File: config.mk
export PLATFORM = sky130hd
export DESIGN_NAME = array_linked_list_manager_top
export DESIGN_NICKNAME = d
export VERILOG_FILES = /design/src/rtl/core/allm_pkg.sv /design/src/rtl/core/allm_node_store.sv /design/src/rtl/core/array_linked_list_manager_top.sv
export VERILOG_INCLUDE_DIRS = /design/src /design/src/rtl/core
export SDC_FILE = /design/constraint.sdc
export NUM_CORES = 1
export LEC_CHECK = 0
export BUFFER_PORTS_ARGS = -buffer_cell sky130_fd_sc_hd__buf_2
export CORE_ASPECT_RATIO = 1.75
export CORE_MARGIN = 5
export CORE_UTILIZATION = 40
export CTS_BUF_LIST = sky130_fd_sc_hd__clkbuf_8
export CTS_CLUSTER_SIZE = 24
export DETAILED_ROUTE_END_ITERATION = 10
export SLEW_MARGIN = 40
export SYNTH_ARGS = -nofsm -noshare
export SYNTH_HDL_FRONTEND = slang
export SYNTH_SLANG_ARGS = --single-unit
File: constraint.sdc
create_clock -name aclk -period 14.8 [get_ports aclk]
set_input_delay 2.22 -clock aclk [delete_from_list [all_inputs] [get_ports aclk]]
set_output_delay 2.22 -clock aclk [all_outputs]
set_load 0.005 [all_outputs]
File: src/rtl/core/assert_macros.svh
// Assertion macros used by the top level of the list manager.
`ifndef ASSERT_MACROS_SVH
`define ASSERT_MACROS_SVH

`ifndef SYNTH

// Same-cycle implication, checked out of reset.
`define ASSERT_IMPLY(label, clk, rstn, ante, cons) \
    label: assert property (@(posedge clk) disable iff (!rstn) (ante) |-> (cons)) \
        else $error("assertion failed");

// Next-cycle implication, checked out of reset.
`define ASSERT_NEXT(label, clk, rstn, ante, cons) \
    label: assert property (@(posedge clk) disable iff (!rstn) (ante) |=> (cons)) \
        else $error("assertion failed");

`else

`define ASSERT_IMPLY(label, clk, rstn, ante, cons)
`define ASSERT_NEXT(label, clk, rstn, ante, cons)

`endif

`endif

File: src/rtl/core/allm_pkg.sv
// Shared types and constants of the array-backed linked list manager.
package allm_pkg;

    localparam int DEF_CAPACITY = 16;
    localparam int DATA_W       = 32;

    typedef enum logic [1:0] {
        FN_INS_HEAD = 2'd0,
        FN_INS_TAIL = 2'd1,
        FN_REMOVE   = 2'd2,
        FN_READOUT  = 2'd3
    } func_t;

    typedef enum logic [1:0] {
        ST_OK        = 2'd0,
        ST_FULL      = 2'd1,
        ST_NOT_FOUND = 2'd2,
        ST_EMPTY     = 2'd3
    } status_t;

    typedef enum logic [2:0] {
        S_IDLE,
        S_ALLOC,
        S_TAIL_WALK,
        S_RM_WALK,
        S_RM_FREE,
        S_RO_WALK,
        S_RESP
    } state_t;

    // Control group from the sequencer to the node store
    typedef struct packed {
        logic rd_en;
        logic val_wr_en;
        logic link_wr_en;
    } store_ctl_t;

endpackage

File: src/rtl/core/allm_node_store.sv
// Node pool storage: value and link memories with registered reads.
module allm_node_store #(
    parameter int   CAPACITY = allm_pkg::DEF_CAPACITY,
    localparam int  LINK_W   = $clog2(CAPACITY + 1),
    localparam int  ADDR_W   = (CAPACITY > 1) ? $clog2(CAPACITY) : 1
) (
    input  logic                               aclk,
    input  logic                               aresetn,
    input  allm_pkg::store_ctl_t               ctl,
    input  logic [ADDR_W-1:0]                  rd_addr,
    input  logic [ADDR_W-1:0]                  wr_addr,
    input  logic signed [allm_pkg::DATA_W-1:0] wr_value,
    input  logic [LINK_W-1:0]                  wr_link,
    output logic signed [allm_pkg::DATA_W-1:0] rd_value,
    output logic [LINK_W-1:0]                  rd_link
);
    import allm_pkg::*;

    logic signed [DATA_W-1:0] value_mem [CAPACITY];
    logic [LINK_W-1:0]        link_mem  [CAPACITY];

    logic [CAPACITY-1:0]      link_valid_reg;
    logic signed [DATA_W-1:0] rd_value_reg;
    logic [LINK_W-1:0]        rd_link_raw_reg;
    logic                     rd_valid_reg;
    logic [ADDR_W-1:0]        rd_addr_reg;

    always_ff @(posedge aclk) begin
        if (ctl.val_wr_en) begin
            value_mem[wr_addr] <= wr_value;
        end
        if (ctl.rd_en) begin
            rd_value_reg <= value_mem[rd_addr];
        end
    end

    always_ff @(posedge aclk) begin
        if (ctl.link_wr_en) begin
            link_mem[wr_addr] <= wr_link;
        end
        if (ctl.rd_en) begin
            rd_link_raw_reg <= link_mem[rd_addr];
            rd_valid_reg    <= link_valid_reg[rd_addr];
            rd_addr_reg     <= rd_addr;
        end
    end

    // Mark link entries written since reset
    always_ff @(posedge aclk) begin
        if (!aresetn) begin
            link_valid_reg <= '0;
        end else if (ctl.link_wr_en) begin
            link_valid_reg[wr_addr] <= 1'b1;
        end
    end

    // Unwritten entry i links to i+1; the last one lands on the null code
    assign rd_link  = rd_valid_reg ? rd_link_raw_reg
                                   : LINK_W'(rd_addr_reg) + LINK_W'(1);
    assign rd_value = rd_value_reg;

endmodule

File: src/rtl/core/array_linked_list_manager_top.sv
// Top level of the array-backed linked list manager with free-list allocation.
//
// The block keeps a singly linked list of signed 32-bit values in a pool of
// CAPACITY nodes; unused nodes sit on a free list. Reset chains the whole pool
// as the free list and leaves the list empty; no clearing pass is needed, so
// the block takes beats from the first cycle after reset. Operations (s_func):
// insert at head, insert at tail (status full when the pool is exhausted),
// remove the first node holding s_value (status not found when absent), and
// readout, which returns one beat per element from head to tail with m_last on
// the tail, or a single empty-status beat. Every non-readout operation returns
// exactly one beat with m_out_value zero and m_last set. Freed nodes go to the
// front of the free list, and allocation pops that front. One item is worked
// at a time: s_ready is high only while the sequencer is idle. The walk through
// the link memory does one synchronous read per node, where the next read
// address is the link just read. The result register decouples the sink: a
// finished beat may wait on m_ready while the next item is taken; readout holds
// its walk while the result register is still full.
module array_linked_list_manager_top #(
    parameter int   CAPACITY = allm_pkg::DEF_CAPACITY,
    localparam int  LINK_W   = $clog2(CAPACITY + 1),
    localparam int  ADDR_W   = (CAPACITY > 1) ? $clog2(CAPACITY) : 1
) (
    input  logic                               aclk,
    input  logic                               aresetn,
    // input channel
    input  logic                               s_valid,
    output logic                               s_ready,
    input  allm_pkg::func_t                    s_func,
    input  logic signed [allm_pkg::DATA_W-1:0] s_value,
    // result channel
    output logic                               m_valid,
    input  logic                               m_ready,
    output logic signed [allm_pkg::DATA_W-1:0] m_out_value,
    output allm_pkg::status_t                  m_status,
    output logic                               m_last
);
    import allm_pkg::*;

    localparam logic [LINK_W-1:0] NIL = LINK_W'(CAPACITY);

    // Sequencer state
    state_t                   state_reg, state_next;
    func_t                    func_reg, func_next;
    logic signed [DATA_W-1:0] value_reg, value_next;
    status_t                  status_reg, status_next;

    // List pointers
    logic [LINK_W-1:0] list_head_reg, list_head_next;
    logic [LINK_W-1:0] free_head_reg, free_head_next;
    logic [LINK_W-1:0] cur_reg, cur_next;
    logic [LINK_W-1:0] prev_reg, prev_next;
    logic [LINK_W-1:0] new_reg, new_next;

    // Result register
    logic                     m_valid_reg, m_valid_next;
    logic signed [DATA_W-1:0] m_value_reg, m_value_next;
    status_t                  m_status_reg, m_status_next;
    logic                     m_last_reg, m_last_next;

    // Node store interface
    store_ctl_t               st_ctl;
    logic [ADDR_W-1:0]        st_rd_addr;
    logic [ADDR_W-1:0]        st_wr_addr;
    logic [LINK_W-1:0]        st_wr_link;
    logic signed [DATA_W-1:0] st_rd_value;
    logic [LINK_W-1:0]        st_rd_link;

    logic accept;
    logic slot_free;
    logic list_has_node;
    logic free_has_node;
    logic link_has_node;
    logic prev_has_node;
    logic value_hit;
    logic walk_state;

    allm_node_store #(
        .CAPACITY (CAPACITY)
    ) u_store (
        .aclk     (aclk),
        .aresetn  (aresetn),
        .ctl      (st_ctl),
        .rd_addr  (st_rd_addr),
        .wr_addr  (st_wr_addr),
        .wr_value (value_reg),
        .wr_link  (st_wr_link),
        .rd_value (st_rd_value),
        .rd_link  (st_rd_link)
    );

    assign s_ready   = (state_reg == S_IDLE);
    assign accept    = s_valid && s_ready;
    assign slot_free = !m_valid_reg || m_ready;

    // A pointer at or above CAPACITY is the null code
    assign list_has_node = (list_head_reg < NIL);
    assign free_has_node = (free_head_reg < NIL);
    assign link_has_node = (st_rd_link < NIL);
    assign prev_has_node = (prev_reg < NIL);

    // States that sit on a node of the list
    assign walk_state = (state_reg == S_TAIL_WALK) || (state_reg == S_RM_WALK) ||
                        (state_reg == S_RO_WALK) || (state_reg == S_RM_FREE);

    // Shared compare unit: node value against the search key
    assign value_hit = (st_rd_value == value_reg);

    // Next state
    always_comb begin
        state_next = state_reg;
        unique case (state_reg)
            S_IDLE: begin
                if (s_valid) begin
                    unique case (s_func)
                        FN_INS_HEAD,
                        FN_INS_TAIL: state_next = free_has_node ? S_ALLOC : S_RESP;
                        FN_REMOVE:   state_next = list_has_node ? S_RM_WALK : S_RESP;
                        FN_READOUT:  state_next = list_has_node ? S_RO_WALK : S_RESP;
                        default:     state_next = S_RESP;
                    endcase
                end
            end
            S_ALLOC: begin
                if (func_reg == FN_INS_TAIL && list_has_node) begin
                    state_next = S_TAIL_WALK;
                end else begin
                    state_next = S_RESP;
                end
            end
            S_TAIL_WALK: begin
                if (!link_has_node) begin
                    state_next = S_RESP;
                end
            end
            S_RM_WALK: begin
                priority if (value_hit) begin
                    state_next = S_RM_FREE;
                end else if (!link_has_node) begin
                    state_next = S_RESP;
                end else begin
                    state_next = S_RM_WALK;
                end
            end
            S_RM_FREE: state_next = S_RESP;
            S_RO_WALK: begin
                if (slot_free && !link_has_node) begin
                    state_next = S_IDLE;
                end
            end
            S_RESP: begin
                if (slot_free) begin
                    state_next = S_IDLE;
                end
            end
            default: state_next = S_IDLE;
        endcase
    end

    // Datapath, store control and result register
    always_comb begin
        func_next      = func_reg;
        value_next     = value_reg;
        status_next    = status_reg;
        list_head_next = list_head_reg;
        free_head_next = free_head_reg;
        cur_next       = cur_reg;
        prev_next      = prev_reg;
        new_next       = new_reg;

        m_valid_next  = m_valid_reg && !m_ready;
        m_value_next  = m_value_reg;
        m_status_next = m_status_reg;
        m_last_next   = m_last_reg;

        st_ctl     = '0;
        st_rd_addr = cur_reg[ADDR_W-1:0];
        st_wr_addr = cur_reg[ADDR_W-1:0];
        st_wr_link = NIL;

        unique case (state_reg)
            S_IDLE: begin
                if (accept) begin
                    func_next  = s_func;
                    value_next = s_value;
                    unique case (s_func)
                        FN_INS_HEAD,
                        FN_INS_TAIL: begin
                            // fetch the link of the node about to be popped
                            st_ctl.rd_en = free_has_node;
                            st_rd_addr   = free_head_reg[ADDR_W-1:0];
                            status_next  = ST_FULL;
                        end
                        FN_REMOVE: begin
                            st_ctl.rd_en = list_has_node;
                            st_rd_addr   = list_head_reg[ADDR_W-1:0];
                            cur_next     = list_head_reg;
                            prev_next    = NIL;
                            status_next  = ST_NOT_FOUND;
                        end
                        FN_READOUT: begin
                            st_ctl.rd_en = list_has_node;
                            st_rd_addr   = list_head_reg[ADDR_W-1:0];
                            cur_next     = list_head_reg;
                            status_next  = ST_EMPTY;
                        end
                        default: status_next = ST_EMPTY;
                    endcase
                end
            end
            S_ALLOC: begin
                // pop the free head and fill the node
                st_ctl.val_wr_en  = 1'b1;
                st_ctl.link_wr_en = 1'b1;
                st_wr_addr        = free_head_reg[ADDR_W-1:0];
                free_head_next    = st_rd_link;
                new_next          = free_head_reg;
                status_next       = ST_OK;
                if (func_reg == FN_INS_TAIL) begin
                    st_wr_link = NIL;
                    if (list_has_node) begin
                        st_ctl.rd_en = 1'b1;
                        st_rd_addr   = list_head_reg[ADDR_W-1:0];
                        cur_next     = list_head_reg;
                    end else begin
                        list_head_next = free_head_reg;
                    end
                end else begin
                    st_wr_link     = list_head_reg;
                    list_head_next = free_head_reg;
                end
            end
            S_TAIL_WALK: begin
                if (link_has_node) begin
                    st_ctl.rd_en = 1'b1;
                    st_rd_addr   = st_rd_link[ADDR_W-1:0];
                    cur_next     = st_rd_link;
                end else begin
                    // hang the new node off the tail
                    st_ctl.link_wr_en = 1'b1;
                    st_wr_addr        = cur_reg[ADDR_W-1:0];
                    st_wr_link        = new_reg;
                end
            end
            S_RM_WALK: begin
                priority if (value_hit) begin
                    status_next = ST_OK;
                    if (prev_has_node) begin
                        st_ctl.link_wr_en = 1'b1;
                        st_wr_addr        = prev_reg[ADDR_W-1:0];
                        st_wr_link        = st_rd_link;
                    end else begin
                        list_head_next = st_rd_link;
                    end
                end else if (link_has_node) begin
                    st_ctl.rd_en = 1'b1;
                    st_rd_addr   = st_rd_link[ADDR_W-1:0];
                    prev_next    = cur_reg;
                    cur_next     = st_rd_link;
                end else begin
                    // end of list without a match
                    status_next = ST_NOT_FOUND;
                end
            end
            S_RM_FREE: begin
                // push the unlinked node onto the free list
                st_ctl.link_wr_en = 1'b1;
                st_wr_addr        = cur_reg[ADDR_W-1:0];
                st_wr_link        = free_head_reg;
                free_head_next    = cur_reg;
            end
            S_RO_WALK: begin
                // hold the walk while the result register is still full
                if (slot_free) begin
                    m_valid_next  = 1'b1;
                    m_value_next  = st_rd_value;
                    m_status_next = ST_OK;
                    m_last_next   = !link_has_node;
                    if (link_has_node) begin
                        st_ctl.rd_en = 1'b1;
                        st_rd_addr   = st_rd_link[ADDR_W-1:0];
                        cur_next     = st_rd_link;
                    end
                end
            end
            S_RESP: begin
                if (slot_free) begin
                    m_valid_next  = 1'b1;
                    m_value_next  = '0;
                    m_status_next = status_reg;
                    m_last_next   = 1'b1;
                end
            end
            default: ;
        endcase
    end

    always_ff @(posedge aclk) begin
        if (!aresetn) begin
            state_reg     <= S_IDLE;
            list_head_reg <= NIL;
            free_head_reg <= '0;
            m_valid_reg   <= 1'b0;
        end else begin
            state_reg     <= state_next;
            list_head_reg <= list_head_next;
            free_head_reg <= free_head_next;
            m_valid_reg   <= m_valid_next;
        end
    end

    always_ff @(posedge aclk) begin
        func_reg     <= func_next;
        value_reg    <= value_next;
        status_reg   <= status_next;
        cur_reg      <= cur_next;
        prev_reg     <= prev_next;
        new_reg      <= new_next;
        m_value_reg  <= m_value_next;
        m_status_reg <= m_status_next;
        m_last_reg   <= m_last_next;
    end

    assign m_valid     = m_valid_reg;
    assign m_out_value = m_value_reg;
    assign m_status    = m_status_reg;
    assign m_last      = m_last_reg;

`include "assert_macros.svh"

    `ASSERT_NEXT(a_accept_leaves_idle, aclk, aresetn, accept, state_reg != S_IDLE)
    `ASSERT_IMPLY(a_heads_disjoint, aclk, aresetn, free_has_node, free_head_reg != list_head_reg)
    `ASSERT_IMPLY(a_walk_on_node, aclk, aresetn, walk_state, cur_reg < NIL)
    `ASSERT_IMPLY(a_no_self_link, aclk, aresetn, st_ctl.link_wr_en, st_wr_link != LINK_W'(st_wr_addr))
    `ASSERT_IMPLY(a_single_beat_last, aclk, aresetn, m_valid && m_status != ST_OK, m_last)

endmodule

== Yosys cells after proc, flatten, opt, wreduce, memory -nomap -nowiden ==
Memories as Yosys holds them, arrays and structs flattened. A register that Yosys moved wholly into a read port is not among the register bits.
Index checks and enable logic that the tools add are counted.

* Memories kept: 2
* Logic and storage cells: 167
* Register bits: 121
* Input port bits: 38
* Bits in writable memories: 592
* Output and inout port bits: 37

* Add/sub/neg operators: 1
* $lt $le $gt $ge: 7
* Bitwise operators: 1
* Equal/unequal tests: 27
* Reductions and logical operators: 28
* Mux-type cells: 85

{| class="wikitable"
|+ Memories
! memory !! words !! bits a word !! rd ports !! clocked after Yosys merged registers in !! write ports !! RTL line !! text
|-
| u_store.value_mem || 16 || 32 || 1 || 1 || 1 || allm_node_store.sv:19 || <nowiki>logic signed [DATA_W-1:0] value_mem [CAPACITY];</nowiki>
|-
| u_store.link_mem || 16 || 5 || 1 || 1 || 1 || allm_node_store.sv:20 || <nowiki>logic [LINK_W-1:0] link_mem [CAPACITY];</nowiki>
|}

{| class="wikitable"
|+ Operator list
! cell !! number
|-
| 5-bit two-way mux || 20
|-
| 32-bit two-way mux || 2
|-
| 32-bit case mux with 2 select lines || 1
|-
| 32-bit == test || 1
|-
| 4-bit two-way mux || 8
|-
| 5-bit case mux with 2 select lines || 3
|-
| 3-bit two-way mux || 9
|-
| 5-bit case mux with 5 select lines || 1
|-
| 2-bit != test, second input constant || 11
|-
| 3-bit case mux with 7 select lines || 1
|-
| 5-bit < comparator, second input constant || 4
|-
| 1-bit two-way mux || 20
|-
| 4-bit case mux with 5 select lines || 1
|-
| 5-bit case mux with 4 select lines || 1
|-
| 16-bit OR || 1
|-
| 4-bit case mux with 2 select lines || 2
|-
| 2-bit two-way mux || 6
|-
| 2-bit case mux with 3 select lines || 2
|-
| 4-bit by 5-bit < comparator with 1-bit output, second input constant || 2
|-
| 3-bit == test, second input constant || 3
|-
| 3-bit case mux with 3 select lines || 1
|-
| 4-bit AND reduction || 2
|-
| 2-bit nonzero test || 4
|-
| 2-bit OR reduction || 4
|-
| 25 further kinds || 39
|}

== Longest topological paths before layout ==
* Word-level depth: 9
* Depth in mapped cells: 15
* Depth with buffers taken out: 11

== Cells and area by module ==
Synthesis repeated with hierarchy kept, for this count alone.

* Cell total of the unflattened synthesis: 1459
* Area, all modules: 29062.9 µm²

{| class="wikitable"
|+ By module, submodules not included
! module !! instances !! seq. area each (µm²) !! cells each !! area an instance (µm²)
|-
| allm_node_store || 1 || 19358.6 || 1050 || 24227.0
|-
| array_linked_list_manager_top || 1 || 2862.7 || 409 || 4835.9
|}

== Worst setup path after synthesis ==
Ideal clock, no wire load.

* Path kind: input port to flip-flop
* Start point: input port m_ready
* End point: register u_store.rd_addr_reg[0] (enable)
* Stages: 5
* Library setup time: 0.500 ns
* Required time: 14.300 ns
* Path slack: 8.517 ns
* Buffers on the path: 0
* Arrival time: 5.783 ns
* Cell sequence: nand2b_1 -> nand3_2 -> and2_4 -> a31o_1 -> o21ai_0

{| class="wikitable"
|+ RTL lines
! what !! RTL line !! text
|-
| start, declared || array_linked_list_manager_top.sv:32 || <nowiki>input logic m_ready,</nowiki>
|-
| end signal, assigned || allm_node_store.sv:44 || <nowiki>rd_addr_reg <= rd_addr;</nowiki>
|-
| end, declared || allm_node_store.sv:26 || <nowiki>logic [ADDR_W-1:0] rd_addr_reg;</nowiki>
|}

== Worst setup path after layout ==
* Start point: input port m_ready
* End point: register u_store.rd_value_reg[28] (netlist: u_store.rd_value[28]) (read register of u_store.value_mem) (data pin)

* Cells in the longest elaborated chain, start to end: 3
* Elaborated cells on any way between the ends: 5
* Classes of those cells: mux (4); reduce/logical (1)

{| class="wikitable"
|+ Ends and longest elaborated chain
! what !! RTL line !! text
|-
| 1-bit logical OR * || array_linked_list_manager_top.sv:93 || <nowiki>assign slot_free = !m_valid_reg || m_ready;</nowiki>
|-
| 4-bit two-way mux / 1-bit two-way mux (equally long branches) || array_linked_list_manager_top.sv:273 || <nowiki>if (slot_free) begin</nowiki>
|-
| 4-bit case mux with 5 select lines / 1-bit case mux with 5 select lines (equally long branches) || array_linked_list_manager_top.sv:180 || <nowiki>unique case (state_reg)</nowiki>
|-
| end, declared || allm_node_store.sv:23 || <nowiki>logic signed [DATA_W-1:0] rd_value_reg;</nowiki>
|}

Mark *: on every way between the ends. The rest lies on a longest branch, timed or not.
A chain may end at the register's enable or synchronous reset.

==> impl_results.md <==
- Vias in the first global route: 17.8k
- Max cap viols: 0
- # resized after CTS: 0
- Root Buffer: clkbuf_8
- Final min period: 5.58 ns
- P&R area growth vs syn: 12.0%
- Die H: 370 µm
- # DRC: 0
- Dominant cells by area after synthesis: edfxtp_1 73%, mux2i_1 5.3%, a221oi_1 4.5%, a21oi_1 2.9%, nand2_1 2.6%
- Setup_tns: 0 ns
- Row count: 132
- Syn avg cell area: 15.5 µm²
- TritonCTS clock tree: done
- Clk buf depth: 3
- Cells after Synth: 1911
- Netlist cell types: 75
- CTS HTree Levels: 3
- Post-route ant nets: 0
- #FFs+latches synth: 750
- Final setup vio count: 0
- Postcts setup bufs: 0
- Hold Buf Count CTS: 0
- Commonest cells after routing, fill and taps aside: 720 x edfxtp_1, 200 x nand2_1, 170 x a21oi_1, 156 x mux2i_1, 152 x a221oi_1
- Post-DP Area: 0.0312 mm²
- Max VDD drop: 0.000194 V
- Port Buffers: 74
- Crit Path Max Fanout: 128
- Setup Skew: 0.0392 ns
- Power Dens Cells: 208 mW/mm²
- Most common cell after layout, fill and taps aside: edfxtp_1
- Detail-routed net length per standard cell: 26.1 µm
- Initial antenna violation count: 1
- Hold/Removal Path Class: reg2reg
- F_max: 179 MHz
- EDFF count, synth: 720
- Slew at the pin closest to its max-slew limit: 0.851 ns
- Starting Density: 40.2%
- Nets@finish: 2052
- Setup crit start: m_ready
- Gpl congestion: 0.923
- Startpoint types: input port
- Full die area: 0.0800 mm²
- Worst-Skew Late Latency: 0.73 ns
- Fin crit share: 37.7%
- Regs by FF count: u_store.value_mem x512, u_store.link_mem x80
- Total Routing Usage GR: 19.2%
- Total grt overflow: 0
- Leakage: 10.9 nW
- Req. time, crit path: 15.27 ns
- Final hold violation count: 0
- First-pass GRT wire length: 116000 µm
- Core ar.: 0.0738 mm²
- Layout cells sized above 1: 14.5%
- Mapped Nets: 1950
- Post-synth top flop: edfxtp_1
- Seq/Total Area, Yosys: 74.8%
- Share of the synthesized area in the top cell type: 72.8%
- Relative slew slack: 43.3%
- TritonCTS Sinks: 750
- Post-DP HPWL: 42600 µm
- Avg Vias per Cell: 5.75
- Hold Crit Start: u_store.link_valid_reg[3]$_SDFFE_PN0N_
- CP Class: in2reg
- I/O Pins: 75
- Mapped cell area: 0.0297 mm²
- Largest register FFs: 512
- WL final: 79300 µm
- Critical Path Sink Type: flop
- First-pass DRT Iterations: 6
- Fillers: 6398
- Largest net degree at the start of global routing: 194
- Die W: 216 µm
- YS warnings: 0
- Unrepaired setup endpoints after global routing: false
- Status: complete, no violations
- Initial DRC Count: 1594
- Reg-to-reg startpoint: value_reg[6]$_DFFE_PP_
- Synth async-reset ratio: 0%
- Arr. time, crit path: 6.04 ns
- Most flop-heavy register: u_store.value_mem
- Max-slew violation count: 0
- Clk slew on worst S/H paths: 0.07 ns
- CTS Buf Count: 105
- Vias: 17.5k
- Cell taking the most area after synthesis: edfxtp_1
- Post-route cell area: 0.0332 mm²
-- power by group --
part / leakage, nW / internal, mW / switching (mW)
Sequential: 6.77 / 2.72 / 0.224
Clock: 1.15 / 0.769 / 0.776
Combinational: 3.01 / 0.791 / 1.63
Total: 10.9 / 4.28 / 2.63
-- critical path, stage by stage --
cell       delay, ns
buf_2           0.10
nor2b_1         0.39
o22ai_1         0.17
a2bb2oi_1       0.32
a32oi_1         0.09
and3_4          0.34
inv_12          0.52
buf_4           0.75
mux2i_1         0.29
a221oi_1        0.14
or4_1           0.56
-- per-stage QoR --
| stage | total power [mW] | worst slack (ns) | utilization, % | cells | hold WS (ns) |
|---|---|---|---|---|---|
| 3_3_place_gp | 5.32 | 8.48 | 42.2 | 2842 | 0.447 |
| 2_1_floorplan | 4.58 | 8.52 | - | 1911 | 0.440 |
| 4_1_cts | 6.94 | 9.27 | 44.9 | 3031 | 0.470 |
| 3_5_place_dp | 5.39 | 8.50 | 42.3 | 2842 | 0.455 |
| 6_report | 6.91 | 9.22 | 45.0 | 3035 | 0.469 |
| 5_1_grt | 7.24 | 9.03 | 45.0 | 3034 | 0.485 |
-- cell usage after synthesis (4+ instances only) --
master	n
a211oi_1	4
or4_1	38
nor4_2	4
o21a_1	18
nor3_1	6
a21oi_1	170
buf_2	37
and2_1	37
inv_1	15
a222oi_1	4
a31oi_1	5
a22o_1	4
edfxtp_1	720
nand3_1	10
and3_1	4
o22ai_1	12
o21ai_0	19
buf_1	9
dfxtp_1	30
mux2i_1	156
nor2b_1	6
clkbuf_1	68
nor2_1	62
nor4_1	4
nand2b_1	6
nand2_1	203
xor2_1	33
a32o_1	4
a221oi_1	152
buf_4	5
a22oi_1	5
buf_6	4
-- layout make-up --
cell class	instances	area [µm²]	share of cell area, %
sequential	750	22200	66.8
clock inverter	77	437	1.31
antenna	2	5.00	0.0151
timing repair buffer	118	761	2.29
inverter	19	83.8	0.252
multi-input combinational	1019	7020	21.1
clock buffer	112	1540	4.64
tap	938	1170	3.53
-- worst paths after layout --
check | to | slack [ns] | cells after the start
setup reg to reg | u_store.rd_value[6]$_DFFE_PP_ | 9.46 | 11
hold reg to reg | u_store.link_valid_reg[3]$_SDFFE_PN0N_ | 0.47 | 1
setup / recovery | u_store.rd_value[28]$_DFFE_PP_ | 9.22 | 11
hold / removal | u_store.link_valid_reg[3]$_SDFFE_PN0N_ | 0.47 | 1
-- per-layer routing --
layer | global-route usage, % | wire length [µm] | vias up
met4 | 7.82 | 2670 | 0
met2 | 33.9 | 40700 | 603
met1 | 24.1 | 31900 | 8955
li1 | - | - | 7745
met3 | 2.35 | 3970 | 160
met5 | 0 | 0 | -
-- kinds of logic (layout without fill, tap and decap cells) --
kind of cell,after synthesis,in the layout,synth area share [%]
flip-flops,750,750,74.8
XOR/XNOR,34,34,1.00
multiplexers,156,156,5.26
buffers and inverters,142,326,2.12
AO/OA/AOI/OAI,427,427,10.2
other,0,2,0
adder cells (fa/ha/maj),1,1,0.0421
AND/OR/NAND/NOR,401,401,6.57
Power figures use the tool's default switching activity.
